### src/design/acfp_pkg.sv
// acfp_pkg: shared constants, codes and the result record of the ASCII command frame parser.
// Used by the top, parser, queue and sequencer modules and by the bench; depends on nothing.
`timescale 1ns / 1ps

package acfp_pkg;

	// Field limits
	localparam int MAX_FIELD     = 32;
	localparam int PAYLOAD_DEPTH = 32;
	localparam int PAY_AW        = (PAYLOAD_DEPTH > 1) ? $clog2(PAYLOAD_DEPTH) : 1;
	localparam int LEN_W         = 6;
	localparam int CELL_COUNT    = 4;

	// Decoupling queue between the parser and the result sequencer
	localparam int QUEUE_DEPTH = 2;
	localparam int QPTR_W      = (QUEUE_DEPTH > 1) ? $clog2(QUEUE_DEPTH) : 1;
	localparam int QCNT_W      = $clog2(QUEUE_DEPTH + 1);

	localparam logic [LEN_W-1:0] FIELD_LAST = LEN_W'(MAX_FIELD - 1);
	localparam logic [LEN_W-1:0] PAY_LIMIT  = LEN_W'(PAYLOAD_DEPTH);
	localparam logic [LEN_W-1:0] CELL_LAST  = LEN_W'(CELL_COUNT - 1);

	// Characters of the command stream
	localparam logic [7:0] CH_START = 8'h24;  // '$'
	localparam logic [7:0] CH_COMMA = 8'h2C;  // ','
	localparam logic [7:0] CH_END   = 8'h3A;  // ':'
	localparam logic [7:0] CH_ZERO  = 8'h30;  // '0'
	localparam logic [7:0] CH_ONE   = 8'h31;  // '1'
	localparam logic [7:0] CH_A     = 8'h41;
	localparam logic [7:0] CH_D     = 8'h44;
	localparam logic [7:0] CH_E     = 8'h45;
	localparam logic [7:0] CH_G     = 8'h47;
	localparam logic [7:0] CH_K     = 8'h4B;
	localparam logic [7:0] CH_N     = 8'h4E;
	localparam logic [7:0] CH_O     = 8'h4F;
	localparam logic [7:0] CH_S     = 8'h53;
	localparam logic [7:0] CH_W     = 8'h57;
	localparam logic [7:0] ACC_BIAS = 8'd208;  // minus '0' modulo 256

	// Cell codes
	localparam logic [1:0] CELL_FREE     = 2'd0;
	localparam logic [1:0] CELL_OBSTACLE = 2'd1;
	localparam logic [1:0] CELL_KEY      = 2'd2;

	// Direction codes
	localparam logic [3:0] DIR_E       = 4'd0;
	localparam logic [3:0] DIR_W       = 4'd1;
	localparam logic [3:0] DIR_S       = 4'd2;
	localparam logic [3:0] DIR_N       = 4'd3;
	localparam logic [3:0] DIR_SE      = 4'd4;
	localparam logic [3:0] DIR_NE      = 4'd5;
	localparam logic [3:0] DIR_SW      = 4'd6;
	localparam logic [3:0] DIR_NW      = 4'd7;
	localparam logic [3:0] DIR_K       = 4'd8;
	localparam logic [3:0] DIR_UNKNOWN = 4'd9;

	typedef enum logic [2:0] {
		KIND_GO        = 3'd0,
		KIND_RESP      = 3'd1,
		KIND_ALERT     = 3'd2,
		KIND_PAYLOAD   = 3'd3,
		KIND_MALFORMED = 3'd4
	} kind_t;

	// One result record; also the queue entry
	typedef struct packed {
		kind_t            kind;
		logic [7:0]       pos_x;
		logic [7:0]       pos_y;
		logic [7:0]       rotation;
		logic [7:0]       cells;
		logic [3:0]       direction;
		logic [7:0]       alert_id;
		logic [LEN_W-1:0] payload_len;
		logic [7:0]       payload_byte;
		logic             last;
	} result_t;

endpackage

### src/design/acfp_rx_if.sv
// acfp_rx_if: valid/ready channel carrying one received byte per transaction.
// Depends on nothing.
`timescale 1ns / 1ps

interface acfp_rx_if;
	logic       valid;
	logic       ready;
	logic [7:0] rx_byte;

	modport source (output valid, output rx_byte, input ready);
	modport sink (input valid, input rx_byte, output ready);
endinterface

### src/design/acfp_res_if.sv
// acfp_res_if: valid/ready channel carrying one parser result per transaction.
// Depends on nothing.
`timescale 1ns / 1ps

interface acfp_res_if;
	logic       valid;
	logic       ready;
	logic [2:0] kind;
	logic [7:0] pos_x;
	logic [7:0] pos_y;
	logic [7:0] rotation;
	logic [7:0] cells;
	logic [3:0] direction;
	logic [7:0] alert_id;
	logic [5:0] payload_len;
	logic [7:0] payload_byte;
	logic       last;

	modport source (output valid, output kind, output pos_x, output pos_y, output rotation,
		output cells, output direction, output alert_id, output payload_len,
		output payload_byte, output last, input ready);
	modport sink (input valid, input kind, input pos_x, input pos_y, input rotation,
		input cells, input direction, input alert_id, input payload_len,
		input payload_byte, input last, output ready);
endinterface

### src/design/ascii_command_frame_parser_top.sv
// ascii_command_frame_parser_top: top level of the ASCII command frame parser.
// Depends on acfp_pkg, acfp_rx_if, acfp_res_if, acfp_front, acfp_queue, acfp_back, acfp_ram.
`timescale 1ns / 1ps

// Parses '$'-framed ASCII commands ending in ':' from a byte stream and emits GO, response,
// alert header, alert payload and malformed-frame results. The parser front end takes one
// byte per clock while the queue has room and no alert is draining; finished results pass
// through a two-entry queue to a sequencer that owns the output register, so a stalled
// output only holds the input once that queue is full. After the ':' of an alert frame the
// input stalls until the header and all payload bytes have been handed to the output
// register, each byte by a registered read of the 32-byte payload RAM. The RAM needs no
// clearing after reset; only bytes written in the current frame are read back.

module ascii_command_frame_parser_top (
	input  logic       clk,
	input  logic       arst_n,
	acfp_rx_if.sink    rx,
	acfp_res_if.source res
);

	logic                         push;
	acfp_pkg::result_t            push_data;
	logic                         pop;
	acfp_pkg::result_t            pop_data;
	logic                         q_full;
	logic                         q_empty;
	logic                         drain_done;
	logic                         busy;
	logic                         ram_we;
	logic [acfp_pkg::PAY_AW-1:0]  ram_waddr;
	logic [7:0]                   ram_wdata;
	logic                         ram_re;
	logic [acfp_pkg::PAY_AW-1:0]  ram_raddr;
	logic [7:0]                   ram_rdata;

	// Parser
	acfp_front u_front (
		.clk        (clk),
		.arst_n     (arst_n),
		.rx         (rx),
		.q_full     (q_full),
		.drain_done (drain_done),
		.push       (push),
		.push_data  (push_data),
		.busy       (busy),
		.ram_we     (ram_we),
		.ram_waddr  (ram_waddr),
		.ram_wdata  (ram_wdata)
	);

	// Result queue
	acfp_queue u_queue (
		.clk       (clk),
		.arst_n    (arst_n),
		.push      (push),
		.push_data (push_data),
		.pop       (pop),
		.pop_data  (pop_data),
		.full      (q_full),
		.empty     (q_empty)
	);

	// Alert payload store
	acfp_ram #(
		.WIDTH (8),
		.DEPTH (acfp_pkg::PAYLOAD_DEPTH)
	) u_pay_ram (
		.clk   (clk),
		.we    (ram_we),
		.waddr (ram_waddr),
		.wdata (ram_wdata),
		.re    (ram_re),
		.raddr (ram_raddr),
		.rdata (ram_rdata)
	);

	// Result sequencer
	acfp_back u_back (
		.clk        (clk),
		.arst_n     (arst_n),
		.q_empty    (q_empty),
		.q_data     (pop_data),
		.pop        (pop),
		.drain_done (drain_done),
		.ram_re     (ram_re),
		.ram_raddr  (ram_raddr),
		.ram_rdata  (ram_rdata),
		.res        (res)
	);

	// Drain completion only ends a stall the parser is actually in
	a_done_when_busy: assert property (@(posedge clk) disable iff (!arst_n)
		drain_done |-> busy)
		else $error("drain completion without pending alert");

endmodule

### src/design/acfp_ram.sv
// acfp_ram: generic single-write, single-read RAM with registered read data.
// Depends on nothing.
`timescale 1ns / 1ps

module acfp_ram #(
	parameter int WIDTH = 8,
	parameter int DEPTH = 32
) (
	input  logic                                        clk,
	input  logic                                        we,
	input  logic [((DEPTH > 1) ? $clog2(DEPTH) : 1)-1:0] waddr,
	input  logic [WIDTH-1:0]                            wdata,
	input  logic                                        re,
	input  logic [((DEPTH > 1) ? $clog2(DEPTH) : 1)-1:0] raddr,
	output logic [WIDTH-1:0]                            rdata
);

	logic [WIDTH-1:0] mem_q [DEPTH];

	always_ff @(posedge clk) begin
		if (we) begin
			mem_q[waddr] <= wdata;
		end
		if (re) begin
			rdata <= mem_q[raddr];
		end
	end

endmodule

### src/design/acfp_front.sv
// acfp_front: byte-level frame parser. Accepts received bytes, tracks the frame phase,
// stores alert payload bytes in the RAM and pushes finished results into the queue.
// Depends on acfp_pkg and acfp_rx_if.
`timescale 1ns / 1ps

module acfp_front (
	input  logic                         clk,
	input  logic                         arst_n,
	acfp_rx_if.sink                      rx,
	input  logic                         q_full,
	input  logic                         drain_done,
	output logic                         push,
	output acfp_pkg::result_t            push_data,
	output logic                         busy,
	output logic                         ram_we,
	output logic [acfp_pkg::PAY_AW-1:0]  ram_waddr,
	output logic [7:0]                   ram_wdata
);

	typedef enum logic [3:0] {
		PH_IDLE,
		PH_TYPE,
		PH_G,
		PH_GOEND,
		PH_DX,
		PH_DY,
		PH_DROT,
		PH_CELLS,
		PH_DIR,
		PH_AID,
		PH_APAY,
		PH_DROP
	} phase_t;

	phase_t                       phase_q, phase_d;
	logic [7:0]                   acc_q, acc_d;
	logic [acfp_pkg::LEN_W-1:0]   fcnt_q, fcnt_d;
	logic [7:0]                   x_q, x_d;
	logic [7:0]                   y_q, y_d;
	logic [7:0]                   rot_q, rot_d;
	logic [7:0]                   cells_q, cells_d;
	logic [7:0]                   tok0_q, tok0_d;
	logic [7:0]                   tok1_q, tok1_d;
	logic [acfp_pkg::LEN_W-1:0]   toklen_q, toklen_d;
	logic [7:0]                   aid_q, aid_d;
	logic [acfp_pkg::LEN_W-1:0]   paycnt_q, paycnt_d;
	logic                         busy_q, busy_d;

	logic       take;
	logic [7:0] b;
	logic [7:0] acc_next;
	logic [1:0] cell_code;

	// Direction token lookup
	function automatic logic [3:0] dir_decode(input logic [acfp_pkg::LEN_W-1:0] len,
		input logic [7:0] c0, input logic [7:0] c1);
		logic [3:0] d;
		d = acfp_pkg::DIR_UNKNOWN;
		if (len == '0) begin
			d = acfp_pkg::DIR_E;
		end else if (len == acfp_pkg::LEN_W'(1)) begin
			if (c0 == acfp_pkg::CH_E) d = acfp_pkg::DIR_E;
			else if (c0 == acfp_pkg::CH_W) d = acfp_pkg::DIR_W;
			else if (c0 == acfp_pkg::CH_S) d = acfp_pkg::DIR_S;
			else if (c0 == acfp_pkg::CH_N) d = acfp_pkg::DIR_N;
			else if (c0 == acfp_pkg::CH_K) d = acfp_pkg::DIR_K;
		end else if (len == acfp_pkg::LEN_W'(2)) begin
			if (c0 == acfp_pkg::CH_S && c1 == acfp_pkg::CH_E) d = acfp_pkg::DIR_SE;
			else if (c0 == acfp_pkg::CH_N && c1 == acfp_pkg::CH_E) d = acfp_pkg::DIR_NE;
			else if (c0 == acfp_pkg::CH_S && c1 == acfp_pkg::CH_W) d = acfp_pkg::DIR_SW;
			else if (c0 == acfp_pkg::CH_N && c1 == acfp_pkg::CH_W) d = acfp_pkg::DIR_NW;
		end
		return d;
	endfunction

	// Handshake: hold off while the queue is full or an alert payload is draining
	assign rx.ready = !q_full && !busy_q;
	assign take     = rx.valid && rx.ready;
	assign b        = rx.rx_byte;
	assign busy     = busy_q;

	// Decimal accumulate: acc * 10 + (b - '0), all modulo 256
	assign acc_next = {acc_q[4:0], 3'b000} + {acc_q[6:0], 1'b0} + b + acfp_pkg::ACC_BIAS;

	always_comb begin
		if (b == acfp_pkg::CH_ZERO) cell_code = acfp_pkg::CELL_FREE;
		else if (b == acfp_pkg::CH_ONE) cell_code = acfp_pkg::CELL_OBSTACLE;
		else cell_code = acfp_pkg::CELL_KEY;
	end

	// Next-state logic of the parser
	always_comb begin
		phase_d   = phase_q;
		acc_d     = acc_q;
		fcnt_d    = fcnt_q;
		x_d       = x_q;
		y_d       = y_q;
		rot_d     = rot_q;
		cells_d   = cells_q;
		tok0_d    = tok0_q;
		tok1_d    = tok1_q;
		toklen_d  = toklen_q;
		aid_d     = aid_q;
		paycnt_d  = paycnt_q;
		busy_d    = busy_q && !drain_done;
		push      = 1'b0;
		push_data = '0;
		push_data.kind = acfp_pkg::KIND_MALFORMED;
		push_data.last = 1'b1;
		ram_we    = 1'b0;
		ram_waddr = paycnt_q[acfp_pkg::PAY_AW-1:0];
		ram_wdata = b;

		if (take) begin
			if (b == acfp_pkg::CH_START) begin
				phase_d = PH_TYPE;
				acc_d   = '0;
				fcnt_d  = '0;
			end else begin
				case (phase_q)
					PH_TYPE: begin
						acc_d  = '0;
						fcnt_d = '0;
						if (b == acfp_pkg::CH_G) phase_d = PH_G;
						else if (b == acfp_pkg::CH_D) phase_d = PH_DX;
						else if (b == acfp_pkg::CH_A) phase_d = PH_AID;
						else if (b == acfp_pkg::CH_END) phase_d = PH_IDLE;
						else phase_d = PH_DROP;
					end
					PH_G: begin
						if (b == acfp_pkg::CH_O) phase_d = PH_GOEND;
						else if (b == acfp_pkg::CH_END) phase_d = PH_IDLE;
						else phase_d = PH_DROP;
					end
					PH_GOEND: begin
						if (b == acfp_pkg::CH_END) begin
							phase_d        = PH_IDLE;
							push           = 1'b1;
							push_data.kind = acfp_pkg::KIND_GO;
						end
					end
					PH_DX, PH_DY, PH_DROT, PH_AID: begin
						if (b == acfp_pkg::CH_END) begin
							// frame ended inside a decimal field
							phase_d = PH_IDLE;
							push    = 1'b1;
						end else if (b == acfp_pkg::CH_COMMA) begin
							acc_d  = '0;
							fcnt_d = '0;
							case (phase_q)
								PH_DX: begin
									x_d     = acc_q;
									phase_d = PH_DY;
								end
								PH_DY: begin
									y_d     = acc_q;
									phase_d = PH_DROT;
								end
								PH_DROT: begin
									rot_d   = acc_q;
									cells_d = '0;
									phase_d = PH_CELLS;
								end
								default: begin
									aid_d    = acc_q;
									paycnt_d = '0;
									phase_d  = PH_APAY;
								end
							endcase
						end else if (fcnt_q >= acfp_pkg::FIELD_LAST) begin
							phase_d = PH_DROP;
							push    = 1'b1;
						end else begin
							acc_d  = acc_next;
							fcnt_d = fcnt_q + acfp_pkg::LEN_W'(1);
						end
					end
					PH_CELLS: begin
						if (b == acfp_pkg::CH_END) begin
							phase_d = PH_IDLE;
							push    = 1'b1;
						end else begin
							cells_d = {cells_q[5:0], cell_code};
							fcnt_d  = fcnt_q + acfp_pkg::LEN_W'(1);
							if (fcnt_q >= acfp_pkg::CELL_LAST) begin
								phase_d  = PH_DIR;
								tok0_d   = '0;
								tok1_d   = '0;
								toklen_d = '0;
							end
						end
					end
					PH_DIR: begin
						if (b == acfp_pkg::CH_END) begin
							phase_d             = PH_IDLE;
							push                = 1'b1;
							push_data.kind      = acfp_pkg::KIND_RESP;
							push_data.pos_x     = x_q;
							push_data.pos_y     = y_q;
							push_data.rotation  = rot_q;
							push_data.cells     = cells_q;
							push_data.direction = dir_decode(toklen_q, tok0_q, tok1_q);
						end else if (toklen_q >= acfp_pkg::FIELD_LAST) begin
							phase_d = PH_DROP;
							push    = 1'b1;
						end else begin
							if (toklen_q == '0) tok0_d = b;
							else if (toklen_q == acfp_pkg::LEN_W'(1)) tok1_d = b;
							toklen_d = toklen_q + acfp_pkg::LEN_W'(1);
						end
					end
					PH_APAY: begin
						if (b == acfp_pkg::CH_END) begin
							// header goes out; payload is read back from the RAM
							phase_d               = PH_IDLE;
							push                  = 1'b1;
							push_data.kind        = acfp_pkg::KIND_ALERT;
							push_data.alert_id    = aid_q;
							push_data.payload_len = paycnt_q;
							push_data.last        = (paycnt_q == '0);
							busy_d                = 1'b1;
						end else if (paycnt_q >= acfp_pkg::PAY_LIMIT) begin
							phase_d = PH_DROP;
							push    = 1'b1;
						end else begin
							ram_we   = 1'b1;
							paycnt_d = paycnt_q + acfp_pkg::LEN_W'(1);
						end
					end
					PH_DROP: begin
						if (b == acfp_pkg::CH_END) phase_d = PH_IDLE;
					end
					default: begin
						phase_d = PH_IDLE;
					end
				endcase
			end
		end
	end

	// Parser state
	always_ff @(posedge clk or negedge arst_n) begin
		if (!arst_n) begin
			phase_q  <= PH_IDLE;
			acc_q    <= '0;
			fcnt_q   <= '0;
			x_q      <= '0;
			y_q      <= '0;
			rot_q    <= '0;
			cells_q  <= '0;
			tok0_q   <= '0;
			tok1_q   <= '0;
			toklen_q <= '0;
			aid_q    <= '0;
			paycnt_q <= '0;
			busy_q   <= 1'b0;
		end else begin
			phase_q  <= phase_d;
			acc_q    <= acc_d;
			fcnt_q   <= fcnt_d;
			x_q      <= x_d;
			y_q      <= y_d;
			rot_q    <= rot_d;
			cells_q  <= cells_d;
			tok0_q   <= tok0_d;
			tok1_q   <= tok1_d;
			toklen_q <= toklen_d;
			aid_q    <= aid_d;
			paycnt_q <= paycnt_d;
			busy_q   <= busy_d;
		end
	end

	// An alert header always leaves the parser stalled until its payload drains
	a_alert_sets_busy: assert property (@(posedge clk) disable iff (!arst_n)
		push && push_data.kind == acfp_pkg::KIND_ALERT |=> busy_q)
		else $error("alert pushed without entering drain stall");

	// Payload is never written while a previous payload is being read back
	a_no_write_while_drain: assert property (@(posedge clk) disable iff (!arst_n)
		ram_we |-> !busy_q && phase_q == PH_APAY)
		else $error("payload RAM written during drain");

endmodule

### src/design/acfp_queue.sv
// acfp_queue: small FIFO of finished result records between parser and sequencer.
// Depends on acfp_pkg.
`timescale 1ns / 1ps

module acfp_queue (
	input  logic              clk,
	input  logic              arst_n,
	input  logic              push,
	input  acfp_pkg::result_t push_data,
	input  logic              pop,
	output acfp_pkg::result_t pop_data,
	output logic              full,
	output logic              empty
);

	acfp_pkg::result_t            entry_q [acfp_pkg::QUEUE_DEPTH];
	logic [acfp_pkg::QPTR_W-1:0]  wptr_q;
	logic [acfp_pkg::QPTR_W-1:0]  rptr_q;
	logic [acfp_pkg::QCNT_W-1:0]  count_q;

	function automatic logic [acfp_pkg::QPTR_W-1:0] ptr_inc(
		input logic [acfp_pkg::QPTR_W-1:0] p);
		logic [acfp_pkg::QPTR_W-1:0] n;
		if (p == acfp_pkg::QPTR_W'(acfp_pkg::QUEUE_DEPTH - 1)) n = '0;
		else n = p + acfp_pkg::QPTR_W'(1);
		return n;
	endfunction

	assign full     = (count_q == acfp_pkg::QCNT_W'(acfp_pkg::QUEUE_DEPTH));
	assign empty    = (count_q == '0);
	assign pop_data = entry_q[rptr_q];

	// Entry storage
	always_ff @(posedge clk) begin
		if (push) begin
			entry_q[wptr_q] <= push_data;
		end
	end

	// Pointers and fill count
	always_ff @(posedge clk or negedge arst_n) begin
		if (!arst_n) begin
			wptr_q  <= '0;
			rptr_q  <= '0;
			count_q <= '0;
		end else begin
			if (push) wptr_q <= ptr_inc(wptr_q);
			if (pop) rptr_q <= ptr_inc(rptr_q);
			if (push && !pop) count_q <= count_q + acfp_pkg::QCNT_W'(1);
			else if (pop && !push) count_q <= count_q - acfp_pkg::QCNT_W'(1);
		end
	end

	// Overflow or underflow would lose or invent a result
	a_no_overflow: assert property (@(posedge clk) disable iff (!arst_n)
		!(push && full) && !(pop && empty))
		else $error("result queue overflow or underflow");

endmodule

### src/design/acfp_back.sv
// acfp_back: result sequencer. Pops queued records into the output register and expands
// an alert header into its payload bytes read back from the payload RAM.
// Depends on acfp_pkg and acfp_res_if.
`timescale 1ns / 1ps

module acfp_back (
	input  logic                         clk,
	input  logic                         arst_n,
	input  logic                         q_empty,
	input  acfp_pkg::result_t            q_data,
	output logic                         pop,
	output logic                         drain_done,
	output logic                         ram_re,
	output logic [acfp_pkg::PAY_AW-1:0]  ram_raddr,
	input  logic [7:0]                   ram_rdata,
	acfp_res_if.source                   res
);

	typedef enum logic [1:0] {
		BK_CMD,
		BK_READ,
		BK_LOAD
	} bk_state_t;

	bk_state_t                    st_q;
	acfp_pkg::result_t            res_q;
	acfp_pkg::result_t            hdr_q;
	logic                         vld_q;
	logic [acfp_pkg::LEN_W-1:0]   idx_q;

	logic              slot_free;
	logic              last_byte;
	logic              hdr_only;
	logic              pay_load;
	acfp_pkg::result_t pay_rec;

	assign slot_free = !vld_q || res.ready;
	assign last_byte = (idx_q + acfp_pkg::LEN_W'(1)) == hdr_q.payload_len;
	assign hdr_only  = q_data.kind == acfp_pkg::KIND_ALERT && q_data.payload_len == '0;
	assign pay_load  = (st_q == BK_LOAD) && slot_free;

	assign pop        = (st_q == BK_CMD) && !q_empty && slot_free;
	assign ram_re     = (st_q == BK_READ);
	assign ram_raddr  = idx_q[acfp_pkg::PAY_AW-1:0];
	assign drain_done = (pop && hdr_only) || (st_q == BK_LOAD && slot_free && last_byte);

	// Payload byte record built from the saved header
	always_comb begin
		pay_rec              = hdr_q;
		pay_rec.kind         = acfp_pkg::KIND_PAYLOAD;
		pay_rec.payload_byte = ram_rdata;
		pay_rec.last         = last_byte;
	end

	// Output channel
	assign res.valid        = vld_q;
	assign res.kind         = res_q.kind;
	assign res.pos_x        = res_q.pos_x;
	assign res.pos_y        = res_q.pos_y;
	assign res.rotation     = res_q.rotation;
	assign res.cells        = res_q.cells;
	assign res.direction    = res_q.direction;
	assign res.alert_id     = res_q.alert_id;
	assign res.payload_len  = res_q.payload_len;
	assign res.payload_byte = res_q.payload_byte;
	assign res.last         = res_q.last;

	// Sequencer and output register
	always_ff @(posedge clk or negedge arst_n) begin
		if (!arst_n) begin
			st_q  <= BK_CMD;
			res_q <= '0;
			hdr_q <= '0;
			vld_q <= 1'b0;
			idx_q <= '0;
		end else begin
			if (pop || pay_load) vld_q <= 1'b1;
			else if (res.ready) vld_q <= 1'b0;
			case (st_q)
				BK_CMD: begin
					if (pop) begin
						res_q <= q_data;
						if (q_data.kind == acfp_pkg::KIND_ALERT && !hdr_only) begin
							hdr_q <= q_data;
							idx_q <= '0;
							st_q  <= BK_READ;
						end
					end
				end
				BK_READ: begin
					st_q <= BK_LOAD;
				end
				BK_LOAD: begin
					if (slot_free) begin
						res_q <= pay_rec;
						idx_q <= idx_q + acfp_pkg::LEN_W'(1);
						st_q  <= last_byte ? BK_CMD : BK_READ;
					end
				end
				default: begin
					st_q <= BK_CMD;
				end
			endcase
		end
	end

	// Payload reads stay inside the bytes stored for this frame
	a_idx_in_range: assert property (@(posedge clk) disable iff (!arst_n)
		st_q != BK_CMD |-> idx_q < hdr_q.payload_len)
		else $error("payload index past stored length");

	// A payload byte result always belongs to a non-empty payload
	a_payload_len: assert property (@(posedge clk) disable iff (!arst_n)
		vld_q && res_q.kind == acfp_pkg::KIND_PAYLOAD |-> res_q.payload_len != '0)
		else $error("payload byte emitted for empty payload");

endmodule

### src/flat_wrapper.sv
// flat-port wrapper written by rule: the top's interface ports become plain ports
module ascii_command_frame_parser_top_flat 
  (clk, arst_n, rx_valid, rx_rx_byte, rx_ready, res_valid, res_kind, res_pos_x, res_pos_y, res_rotation, res_cells, res_direction, res_alert_id, res_payload_len, res_payload_byte, res_last, res_ready);
  acfp_rx_if rx_i ();
  acfp_res_if res_i ();
  input  logic clk;
  input  logic arst_n;
  input wire logic [$bits(rx_i.valid)-1:0] rx_valid;
  input wire logic [$bits(rx_i.rx_byte)-1:0] rx_rx_byte;
  output wire logic [$bits(rx_i.ready)-1:0] rx_ready;
  output wire logic [$bits(res_i.valid)-1:0] res_valid;
  output wire logic [$bits(res_i.kind)-1:0] res_kind;
  output wire logic [$bits(res_i.pos_x)-1:0] res_pos_x;
  output wire logic [$bits(res_i.pos_y)-1:0] res_pos_y;
  output wire logic [$bits(res_i.rotation)-1:0] res_rotation;
  output wire logic [$bits(res_i.cells)-1:0] res_cells;
  output wire logic [$bits(res_i.direction)-1:0] res_direction;
  output wire logic [$bits(res_i.alert_id)-1:0] res_alert_id;
  output wire logic [$bits(res_i.payload_len)-1:0] res_payload_len;
  output wire logic [$bits(res_i.payload_byte)-1:0] res_payload_byte;
  output wire logic [$bits(res_i.last)-1:0] res_last;
  input wire logic [$bits(res_i.ready)-1:0] res_ready;
  assign rx_i.valid = rx_valid;
  assign rx_i.rx_byte = rx_rx_byte;
  assign rx_ready = rx_i.ready;
  assign res_valid = res_i.valid;
  assign res_kind = res_i.kind;
  assign res_pos_x = res_i.pos_x;
  assign res_pos_y = res_i.pos_y;
  assign res_rotation = res_i.rotation;
  assign res_cells = res_i.cells;
  assign res_direction = res_i.direction;
  assign res_alert_id = res_i.alert_id;
  assign res_payload_len = res_i.payload_len;
  assign res_payload_byte = res_i.payload_byte;
  assign res_last = res_i.last;
  assign res_i.ready = res_ready;
  ascii_command_frame_parser_top u_core (.clk(clk), .arst_n(arst_n), .rx(rx_i), .res(res_i));
endmodule
### config.mk
export PLATFORM = sky130hd
export DESIGN_NAME = ascii_command_frame_parser_top_flat
export DESIGN_NICKNAME = d
export VERILOG_FILES = /design/src/design/acfp_pkg.sv /design/src/design/acfp_rx_if.sv /design/src/design/acfp_res_if.sv /design/src/design/ascii_command_frame_parser_top.sv /design/src/design/acfp_ram.sv /design/src/design/acfp_front.sv /design/src/design/acfp_queue.sv /design/src/design/acfp_back.sv /design/src/flat_wrapper.sv
export SDC_FILE = /design/constraint.sdc
export NUM_CORES = 1
export LEC_CHECK = 0
export BUFFER_PORTS_ARGS = -buffer_cell sky130_fd_sc_hd__clkbuf_2
export CAP_MARGIN = 5
export CELL_PAD_IN_SITES_DETAIL_PLACEMENT = 1
export CELL_PAD_IN_SITES_GLOBAL_PLACEMENT = 1
export CORE_MARGIN = 8
export CORE_UTILIZATION = 40
export DETAILED_ROUTE_END_ITERATION = 16
export PLACE_DENSITY = 0.67
export SYNTH_ARGS = -nofsm -noshare
export SYNTH_HDL_FRONTEND = slang
export SYNTH_SLANG_ARGS = --single-unit
### constraint.sdc
create_clock -name clk -period 4.95 [get_ports clk]
set_input_delay 0.2475 -clock clk [delete_from_list [all_inputs] [get_ports clk]]
set_output_delay 0.2475 -clock clk [all_outputs]
set_load 0.005 [all_outputs]
======== Yosys cells after proc, flatten, opt, wreduce, memory -nomap -nowiden ========
Memory sizes are Yosys's and may differ from the RTL's. A register that Yosys moved wholly into a read port is not among the register bits.
Cells that the tools add are included.
word-level totals
  bits in registers ....................... 212
  latch bits .............................. 0
  memory bits (writable) .................. 364
  ROM bits ................................ 0
  bits of input ports ..................... 12
  memories ................................ 2
memories
  memory                  words  bits a word  rd ports  clocked after memory_dff  wr ports  RTL line          RTL
  u_core.u_pay_ram.mem_q  32     8            1         1                         1         acfp_ram.sv:18    logic [WIDTH-1:0] mem_q [DEPTH];
  u_core.u_queue.entry_q  2      54           1         0                         1         acfp_queue.sv:16  acfp_pkg::result_t entry_q [acfp_pkg::QUEUE_DEPTH];
operators by class
  add/sub/neg operators ................... 11
  multiply operators ...................... 0
  div/mod/pow operators ................... 0
  $lt $le $gt $ge ......................... 4
  equal/unequal tests ..................... 58
  shift-type cells ........................ 0
  mux-type cells .......................... 125
  bitwise gates (word level) .............. 3
  reductions and logical operators ........ 60
operators with widths
  cell                   number
  $mux W8                17
  $mux W62               2
  $pmux W62 S2           1
  $mux W4                27
  $mux W53               2
  $mux W6                17
  $eq A8 B7 Y1 const B   11
  $pmux W8 S2            4
  $eq A8 B6 Y1 const B   5
  $mux W39               1
  $mux W36               1
  $pmux W6 S2            3
  $mux W1                33
  $ne A2 B2 Y1 const B   15
  $reduce_and A6 Y1      5
  $mux W14               2
  $pmux W4 S7            1
  $add A6 B1 Y6 const B  4
  $logic_not A6 Y1       3
  $pmux W6 S3            1
  $add A8 B8 Y8          2
  $eq A4 B3 Y1 const B   4
  $eq A4 B4 Y1 const B   4
  $logic_and A1 B1 Y1    16
  other kinds (42)       80

======== Longest topological paths before layout ========
Gate-level depths: netlist of the first run.
  depth in word-level cells ............... 13
  depth in mapped cells ................... 11
  depth with buffers taken out ............ 10

======== Cells and area by module ========
Synthesis of the first run repeated with hierarchy kept, for this count alone.
unflattened totals
  cell total of the unflattened synthesis .. 1,707
  area, all modules ....................... 25,742.2 um^2
by module, submodules not included
  module      times used  cells each  area each (um^2)  sequential area each (um^2)
  acfp_ram    1           417         10,133.5          7,927.6
  acfp_front  1           574         5,432.7           2,177.1
  acfp_back   1           507         5,215.0           3,027.9
  acfp_queue  1           209         4,961.0           3,823.7

======== Least setup slack after synthesis of the first run ========
No wires, ideal clock.
  path kind ............................... in2reg
  from .................................... input port rx_rx_byte[0]
  to ...................................... memory u_core.u_queue.entry_q[0][0] (netlist name) (enable)
  setup time .............................. 472 ps
  arrival time ............................ 4,153 ps
  data required time ...................... 4,478 ps
  setup slack ............................. 325 ps
  stages .................................. 8
  path through ............................ buf_4 nor4b_4 nand4_2 clkbuf_1 o21ai_0 a21oi_1 a221oi_2 nor2b_1
between the ends
  longest elaborated chain between the ends .. 8
  elaborated cells on any way between the ends .. 13
ends and longest elaborated chain
  element                          RTL line           RTL
  from (decl)                      flat_wrapper.sv:9  input wire logic [$bits(rx_i.rx_byte)-1:0] rx_rx_byte;
  $eq A8 B6 Y1                     acfp_front.sv:147  end else if (b == acfp_pkg::CH_COMMA) begin
  $mux W1                          acfp_front.sv:147
  $mux W1                          acfp_front.sv:143  if (b == acfp_pkg::CH_END) begin
  $pmux W1 S4                      acfp_front.sv:120  case (phase_q)
  $mux W1 *                        acfp_front.sv:115  if (b == acfp_pkg::CH_START) begin
  $mux W1 *                        acfp_front.sv:114  if (take) begin
  $mux W1 *                        acfp_queue.sv:35   if (push) begin
  $mux W1 (implied by the code) *  acfp_queue.sv:36   entry_q[wptr_q] <= push_data;
  to (decl)                        acfp_queue.sv:16
Mark *: on every way between the ends. The rest lies on a longest branch, timed or not.

======== Worst setup path after layout of the first run ========
  from .................................... register u_core.u_front.phase_q[3]
  to ...................................... memory u_core.u_pay_ram.mem_q[9][4] (enable)
between the ends
  longest elaborated chain between the ends .. 6
ends and longest elaborated chain
  element                        RTL line           RTL
  from (decl)                    acfp_front.sv:35   phase_t phase_q, phase_d;
  from (signal assigned)         acfp_front.sv:258  phase_q <= phase_d;
  $eq A4 B4 Y1                   acfp_front.sv:120
  $mux W1                        acfp_front.sv:120
  $mux W1                        acfp_front.sv:115
  $mux W1                        acfp_front.sv:114
  $mux W1                        acfp_ram.sv:21     if (we) begin
  $mux W1 (implied by the code)  acfp_ram.sv:22     mem_q[waddr] <= wdata;
  to (decl)                      acfp_ram.sv:18
Every way passes these cells.

==> results.md, run 1 <==
- In the final routed layout, each cell accounts on average for between 20 and 25 µm.
- STA puts the critical path data arrival time at slightly below 4 ns.
- The tightest min-delay check is of the in -> reg type.
- The relative max-transition margin is 31.45%.
- The number of levels in the clock H-tree is 2.
- Ranked by flip-flop count, first place goes to u_core.u_pay_ram.mem_q.
- The average instance area after synthesis is roughly 14 µm².
- The endpoint class of the critical path is a flop.
- The final setup violation count is 0.
- The clock-pin transition on the worst setup and hold timing paths is roughly 0.070 ns.
- The time the final worst path needs with I/O delays and setup is 3.662 ns.
- After legalization and detailed placement, the total HPWL measured between 30 and 40 mm.
- The summed instance area of the synthesized netlist is approximately 24,000 µm².
- The number of buffers and inverters on the critical path is 0.
- The y dimension of the die is around 260 µm.
- The clock drives between 500 and 600 sinks.
- Clock latency on the worst-skew pair, taken at its later pin, is about 0.64 ns.
- The most critical setup path has its endpoint at u_core.u_pay_ram.mem_q[9][4]$_DFFE_PP_.
- The number of filler cells placed in the layout is 6,030.
- Synthesis instantiated 69 different standard cells from the library.
- The number of design rule violations left after detail routing is 0.
- Prior to clock tree synthesis, the placed netlist has a worst setup slack of roughly 1.2 ns.
- Synthesis produced between 1.5k and 2k cells.
- The first-pass iteration count of the detailed router is 5.
- The number of global-route vias before repair is between 10k and 15k.
- Hold is met by around 0.049 ns.
- The antenna diode instance count is 0.
- The length in cells of the worst reg-to-reg path is 5.
- The first-pass GRT wire length is about 90 mm.
- The share of layout cells above drive strength 1 is 19.08%.
- Summed over all failing endpoints, the final setup total negative slack is 0 ns.
- The capturing point of the worst reg2reg path is u_core.u_pay_ram.mem_q[9][4]$_DFFE_PP_.
- On the critical path, the stage with the largest delay is an instance of sky130_fd_sc_hd__nor2_1.
- IR analysis of the VDD net gives a maximum drop of 370.6 µV.
- The worst setup path startpoint is u_core.u_front.phase_q[3]$_DFFE_PN0P_.
- The flop and latch count out of synthesis is about 580.
- Wires add up to 58.60 mm.
- The global routing usage summed across all routing layers is around 17%.
- The minimum setup slack in the final design is 1.288 ns.
- The x dimension of the die is 262.7 µm.
- Counting buffers and inverters, the worst setup path is 5 cells deep.
- The startpoint of the lowest-slack register-to-register path is u_core.u_front.phase_q[3]$_DFFE_PN0P_.
- The delay of the slowest critical-path stage is a little over 0.8 ns.
- The number of DRC violations after detailed-routing iteration 0 is between 1k and 1.5k.
- Entering global routing, the biggest net connects ~110 pins.
- The overflow left after global routing is 0.
- Between clock sinks in the finished design, the worst skew comes to roughly 0.052 ns.
- The number of warning messages in the yosys log is 0.
- The number of violations of the max-capacitance limit is 0.
- At the end of the flow the core is filled with cells to between 40% and 50%.
- The total area inside the core boundary comes to around 60,000 µm².
- The total number of placement rows is 90.
- The total power per unit cell area is around 430 nW/µm².
- The signal on the critical path passes through nor2b_1 -> nand3_1 -> nor3_1 -> nand2_1 -> nor2_1.
- For this run, the register share of the synthesized area comes to between 60% and 70%.
- The initial antenna violation count was 9.
- The maximum fanout encountered on the critical timing path is 16.
- The die covers between 60,000 and 70,000 µm².
- At the worst endpoint, the required time is 5.19 ns.
- Dividing the detail-routed via count by the number of cells gives approximately 5.4.
- The setup path with the least slack is of type reg -> reg.
- The setup slack on the worst flop-to-flop path is roughly 1.3 ns.
- The worst min-delay path startpoint is rx_rx_byte[4].
- Once detail routing completed, the nets flagged for antenna violations numbered 0.
- The kind of launch point of the worst setup path is a flop.
- The layout overhead on the synthesized area is 13.96%.
- The final-report hold violation count came to 0.
- The number of enable-type register cells in the synthesized netlist is around 370.
- The largest registers in the layout are u_core.u_pay_ram.mem_q x256, u_core.u_queue.entry_q x108, u_core.u_back.hdr_q x50.
- In this design, the largest share of critical-path delay is due to simple AND/OR/NAND/NOR gates.
- The part of the cycle the worst path needs is around three quarters.
- The cell leakage power is between 10 and 15 nW.
- The number of I/O pins is between 70 and 80.
- At the end of routability-driven placement, the weighted congestion stood at a little over 0.8.
- Counting flops with an async set or reset pin after synthesis yields a share of 36.30%.
- The register with the most flip-flops in the layout has around 260 of them.
- The transition at the pin with the smallest max-transition slack is between 1 and 1.5 ns.
- The root buffer cell is sky130_fd_sc_hd__clkbuf_16.
- The post-CTS repair timing setup buffer count is 0.
- The net count of the finished layout is ~1.8k.
- The flow ran to the end, and the final reports show no timing, DRC or antenna violations.
- During placement, the flow inserted port buffers numbering between 70 and 80.
- The net count of the mapped netlist is roughly 1.7k.
- The count of vias placed by the detailed router is 14.16k.
- Setup repair after global routing left no endpoint under its margin.
- The total of cells resized after clock tree synthesis is 0.
- The primary flip-flop cell chosen by synthesis mapping is sky130_fd_sc_hd__edfxtp_1.
- The number of pins with negative max-slew slack in the final report was 0.
- The TritonCTS buffer count is 60.
- The effective utilization at floorplan is roughly two fifths.
- The worst-case clock buffer depth is 3.
- Timing would allow up to 0.2731 GHz.
- The TritonCTS clock tree is built.
[how the worst min path moves through the flow]
stage               slack, ns  depth (start not counted)                                endpoint
floorplan               -0.05                          0     u_core.u_back.hdr_q[10]$_DFFE_PN0P_
global placement         0.35                          1     u_core.u_back.hdr_q[14]$_DFFE_PN0P_
detailed placement       0.35                          1      u_core.u_back.idx_q[5]$_DFFE_PN0P_
CTS                      0.02                          1  u_core.u_pay_ram.mem_q[5][4]$_DFFE_PP_
global route             0.04                          1  u_core.u_pay_ram.mem_q[4][4]$_DFFE_PP_
finish                   0.05                          1  u_core.u_pay_ram.mem_q[5][4]$_DFFE_PP_
[where the power goes]
| part | total, mW | switching, mW | internal [mW] |
|---|---|---|---|
| Combinational | 1.70 | 1.05 | 0.651 |
| Clock | 4.70 | 1.91 | 2.79 |
| Sequential | 5.63 | 0.192 | 5.44 |
| Total | 12.0 | 3.14 | 8.88 |
[through the flow]
stage	area [µm²]	power, mW	cells
detailed placement	25620	7.451	2485
finish	27730	12.03	2601
global placement	25620	7.410	2485
floorplan	24340	6.745	1687
CTS	27730	12.19	2601
global route	27730	12.57	2601
[synthesized netlist by cell type (9+ instances only)]
library cell,count,share of area (%)
sky130_fd_sc_hd__xnor2_1,14,0.50
sky130_fd_sc_hd__xor2_1,11,0.40
sky130_fd_sc_hd__mux4_2,80,7.4
sky130_fd_sc_hd__a22o_1,16,0.58
sky130_fd_sc_hd__mux2_2,40,1.9
sky130_fd_sc_hd__mux2i_1,62,2.6
sky130_fd_sc_hd__nor2_1,114,1.8
sky130_fd_sc_hd__inv_1,31,0.48
sky130_fd_sc_hd__edfxtp_1,372,46
sky130_fd_sc_hd__a21oi_1,70,1.4
sky130_fd_sc_hd__nand2_1,186,2.9
sky130_fd_sc_hd__clkbuf_1,50,0.77
sky130_fd_sc_hd__buf_1,16,0.25
sky130_fd_sc_hd__ha_1,22,1.1
sky130_fd_sc_hd__dfrtp_1,212,22
sky130_fd_sc_hd__nand3_1,31,0.64
sky130_fd_sc_hd__buf_2,16,0.33
sky130_fd_sc_hd__o21ai_0,147,3.0
sky130_fd_sc_hd__and2_1,48,1.2
sky130_fd_sc_hd__nor2b_1,9,0.23
[placed cells by master, fill, tap and decap left out, types with 11 or more instances in the layout]
cell	n
sky130_fd_sc_hd__xor2_1	11
sky130_fd_sc_hd__o21ai_0	147
sky130_fd_sc_hd__clkbuf_1	16
sky130_fd_sc_hd__and2_1	47
sky130_fd_sc_hd__mux4_2	80
sky130_fd_sc_hd__clkbuf_2	74
sky130_fd_sc_hd__nor2_1	114
sky130_fd_sc_hd__edfxtp_1	372
sky130_fd_sc_hd__ha_1	22
sky130_fd_sc_hd__mux2_2	40
sky130_fd_sc_hd__a22o_1	16
sky130_fd_sc_hd__buf_4	25
sky130_fd_sc_hd__clkbuf_16	61
sky130_fd_sc_hd__nand2_1	185
sky130_fd_sc_hd__xnor2_1	14
sky130_fd_sc_hd__mux2i_1	62
sky130_fd_sc_hd__inv_1	31
sky130_fd_sc_hd__nand3_1	30
sky130_fd_sc_hd__a21oi_1	70
sky130_fd_sc_hd__dfrtp_1	209
[what timing repair did]
item                       in CTS  in global routing
setup endpoints to repair       0                  0
hold endpoints to repair      102                  0
hold buffers                    2                  0
[final cells by class]
class | instances | area [µm²] | area share (%)
clock buffers | 87 | 1724 | 6.217
clock inverters | 27 | 371.6 | 1.340
well taps | 782 | 978.4 | 3.528
flip-flops and latches | 584 | 16480 | 59.43
repair buffers | 105 | 653.1 | 2.355
multi-input cells | 985 | 7408 | 26.71
inverters | 31 | 116.4 | 0.4196
[per-layer routing]
layer	routed length (µm)	GRT usage, %	vias to the layer above
li1	-	-	6462
met1	26780	23.26	7262
met2	26750	26.37	331
met3	3705	4.341	91
met4	1310	4.494	10
met5	57	0	-
[cell families after synthesis]
logic type | count (synthesis) | share of synthesized area [%]
compound gates | 293 | 7.023
xor+xnor | 25 | 0.8997
fa+ha+maj | 27 | 1.542
buf+inv | 118 | 1.959
flops | 584 | 67.70
mux | 182 | 11.80
simple gates | 458 | 9.074
(Power assumes the default switching activity.)
==> inputs of run 2 (changes only) <==
- clock period: 4.95 -> 2.95 ns (I/O delays scaled with it)
==> results.md, run 2 (synthesis gave the netlist of run 1 again) <==
- In this run the number of H-tree levels came out at 2.
- The root buffer cell is sky130_fd_sc_hd__clkbuf_16.
- During placement, the flow inserted port buffers numbering 75.
- For the worst setup path, the data required time is ~3.3 ns.
- During I/O placement, the number of pins put on the boundary was 76.
- The placed wire-length estimate is ~41 mm.
- The y dimension of the die is 262.7 µm.
- The endpoint class of the critical path is a flop.
- Walking the worst path, the cells encountered are inv_1 -> ha_1 -> or4b_2 -> or4b_2 -> o21ai_0 -> a21oi_1.
- The final-report hold violation count is 0.
- The routed design could run at a clock period as short as roughly 2.7 ns.
- The slowest cell on the critical path is sky130_fd_sc_hd__or4b_2.
- Using the TritonRoute via totals, the vias-per-cell ratio works out to 5.440.
- Among cell families on the critical path, the largest total delay comes from simple AND/OR/NAND/NOR gates.
- The clock latency at the later pin of the worst-skew pair is about 0.64 ns.
- The largest register by flop count is u_core.u_pay_ram.mem_q.
- After detailed routing, the average wire length per cell comes to between 20 and 25 µm.
- The clock net sink count is ~600.
- Relative to the synthesized area, the layout overhead comes to 16.50%.
- The net count of the finished layout is between 1.5k and 2k.
- In the layout the commonest cells are 372 x sky130_fd_sc_hd__edfxtp_1, 209 x sky130_fd_sc_hd__dfrtp_1, 185 x sky130_fd_sc_hd__nand2_1.
- The cell leakage power is 10.83 nW.
- The number of buffers and inverters on the critical path is 1.
- In this run the worst path has a maximum fanout of 4.
- The number of global-route vias before repair is around 15k.
- The TritonCTS clock tree is built.
- The total of cells resized after clock tree synthesis is 0.
- The wire length on met1 is 28.47 mm.
- The relative max-transition margin is 28.54%.
- The total negative setup slack is 0 ns.
- The worst min-delay path category is in -> async.
- Max-cap violations in this run came to 0.
- At the end of routability-driven placement, the weighted congestion stood at 0.8082.
- The worst-case clock buffer depth is 3.
- The overflow left after global routing is 0.
- In this run, the number of DRC markers left after iteration 0 of detailed routing was about 1.1k.
- The part of the cycle the worst path needs is 92.09%.
- On the worst path, the slowest cell contributes a delay of ~0.69 ns.
- The number of flip-flops in the largest register is between 200 and 300.
- For this run, the total global-route usage over all layers was measured as approximately 17%.
- The worst setup path is launched from a flop.
- The x dimension of the die is 262.7 µm.
- Clock-pin slew was measured on the worst setup and hold paths at about 0.07 ns.
- Dividing total power by cell area gives a power density of ~700 nW/µm².
- The floorplan step defined a die boundary enclosing just under 70,000 µm².
- The critical setup path kind is reg -> reg.
- Buffers inserted during clock tree synthesis total 60.
- The met3 wire length is 3.178 mm.
- The highest layer touched by signal routing is met4.
- In the final layout, the registers with the most flip-flops are u_core.u_pay_ram.mem_q x256, u_core.u_queue.entry_q x108, u_core.u_back.hdr_q x50.
- The number of design rule violations left after detail routing is 0.
- The most common cell type on the critical path is sky130_fd_sc_hd__or4b_2.
- The number of pins with negative max-slew slack in the final report was 0.
- The effective utilization at floorplan is roughly 40%.
- The area of the core region is around 60,000 µm².
- Setup violations remaining at the end of the flow were counted as 0.
- The timing-limited maximum frequency is between 0.3 and 0.4 GHz.
- The first global-routing pass estimated between 90 and 100 mm of wire.
- The routed wire length is ~60 mm.
- In the final layout, the share of cells above drive strength 1 is 22.28%.
- The first-pass iteration count of the detailed router is 5.
- In this run the worst setup path begins at u_core.u_front.toklen_q[1]$_DFFE_PN0P_.
- The worst register-to-register path begins at u_core.u_front.toklen_q[1]$_DFFE_PN0P_.
- The initial antenna violation count is 1.
- For the pin with the worst max-slew slack, the measured transition is about 1.1 ns.
- The minimum setup slack in the final design is approximately 0.23 ns.
- The setup slack at placement is 0.2158 ns.
- The run finished with clean final reports.
- After detailed routing, the met2 layer carries 27.21 mm of wire.
- The signal arrival time at the worst endpoint is between 3 and 4 ns.
- Entering global routing, the biggest net connects 71 pins.
- The remaining number of nets flagged by the antenna check after routing is 0.
- Setup repair after global routing left no endpoint under its margin.
- The highest ir drop seen on vdd is around 600 µV.
- The library cell used most frequently in the layout, excluding fill and tap cells, is sky130_fd_sc_hd__edfxtp_1.
- The count of vias placed by the detailed router is roughly 15k.
- The clock arrives with between 0.05 and 0.06 ns of skew.
- The total number of placement rows is 90.
run 2: worst paths after layout:
path                                                                 end  slack [ns]  cells past startpoint
max                              u_core.u_queue.entry_q[1][15]$_DFFE_PP_        0.23                      6
min                                   u_core.u_back.idx_q[0]$_DFFE_PN0P_        0.07                      2
max reg2reg                      u_core.u_queue.entry_q[1][15]$_DFFE_PP_        0.23                      6
min reg2reg                u_core.u_back.res.payload_byte[1]$_DFFE_PN0P_        0.45                      2
max in group asynchronous         u_core.u_front.toklen_q[2]$_DFFE_PN0P_        2.00                      3
min in group clk                    u_core.u_front.tok0_q[0]$_DFFE_PN0P_        0.09                      4
run 2: worst register-to-register path: cells and delay by family, from the launching register on:
| kind | cells | cell delay (ns) |
|---|---|---|
| adders and majority gates | 1 | 0.24 |
| and+or+nand+nor | 2 | 1.36 |
| DFF | 1 | 0.40 |
| AOI/OAI and AO/OA | 2 | 0.37 |
| buffers and inverters | 1 | 0.10 |
run 2: cell type report:
cell class                 instances  area (µm²)
timing repair buffer             176        1311
clock inverter                    28       346.6
inverter                          31       116.4
antenna                            1       2.502
sequential                       584       16480
clock buffer                      86        1699
tap                              782       978.4
fill                            5953       31890
multi-input combinational        985        7416
run 2: report_power, final:
| part | leakage (nW) | internal (mW) | switching (mW) |
|---|---|---|---|
| clock network | 0.999 | 4.54 | 3.19 |
| registers | 6.15 | 9.12 | 0.317 |
| logic | 3.68 | 1.16 | 1.85 |
| total | 10.8 | 14.8 | 5.36 |
run 2: through the flow:
step / cells / utilization [%] / hold slack [ns] / total power [mW] / instance area [µm²]
finish: 2673 / 47.06 / 0.07097 / 20.19 / 28350
global route: 2673 / 47.06 / 0.08835 / 21.05 / 28350
CTS: 2672 / 47.06 / 0.06008 / 20.41 / 28350
detailed placement: 2556 / 43.63 / 0.1425 / 12.65 / 26280
global placement: 2556 / 43.63 / 0.1576 / 12.54 / 26280
floorplan: 1687 / - / -0.1481 / 11.32 / 24350
run 2: layer usage:
metal	GRT usage [%]	up-vias
met5	0	-
met4	4.885	0
met3	3.218	84
met2	26.39	355
met1	25.38	7521
li1	-	6581
run 2: repair_timing:
| action | CTS | global route |
|---|---|---|
| hold endpoints to repair | 86 | 0 |
| buffers inserted | 0 | 0 |
| hold buffers | 2 | 0 |
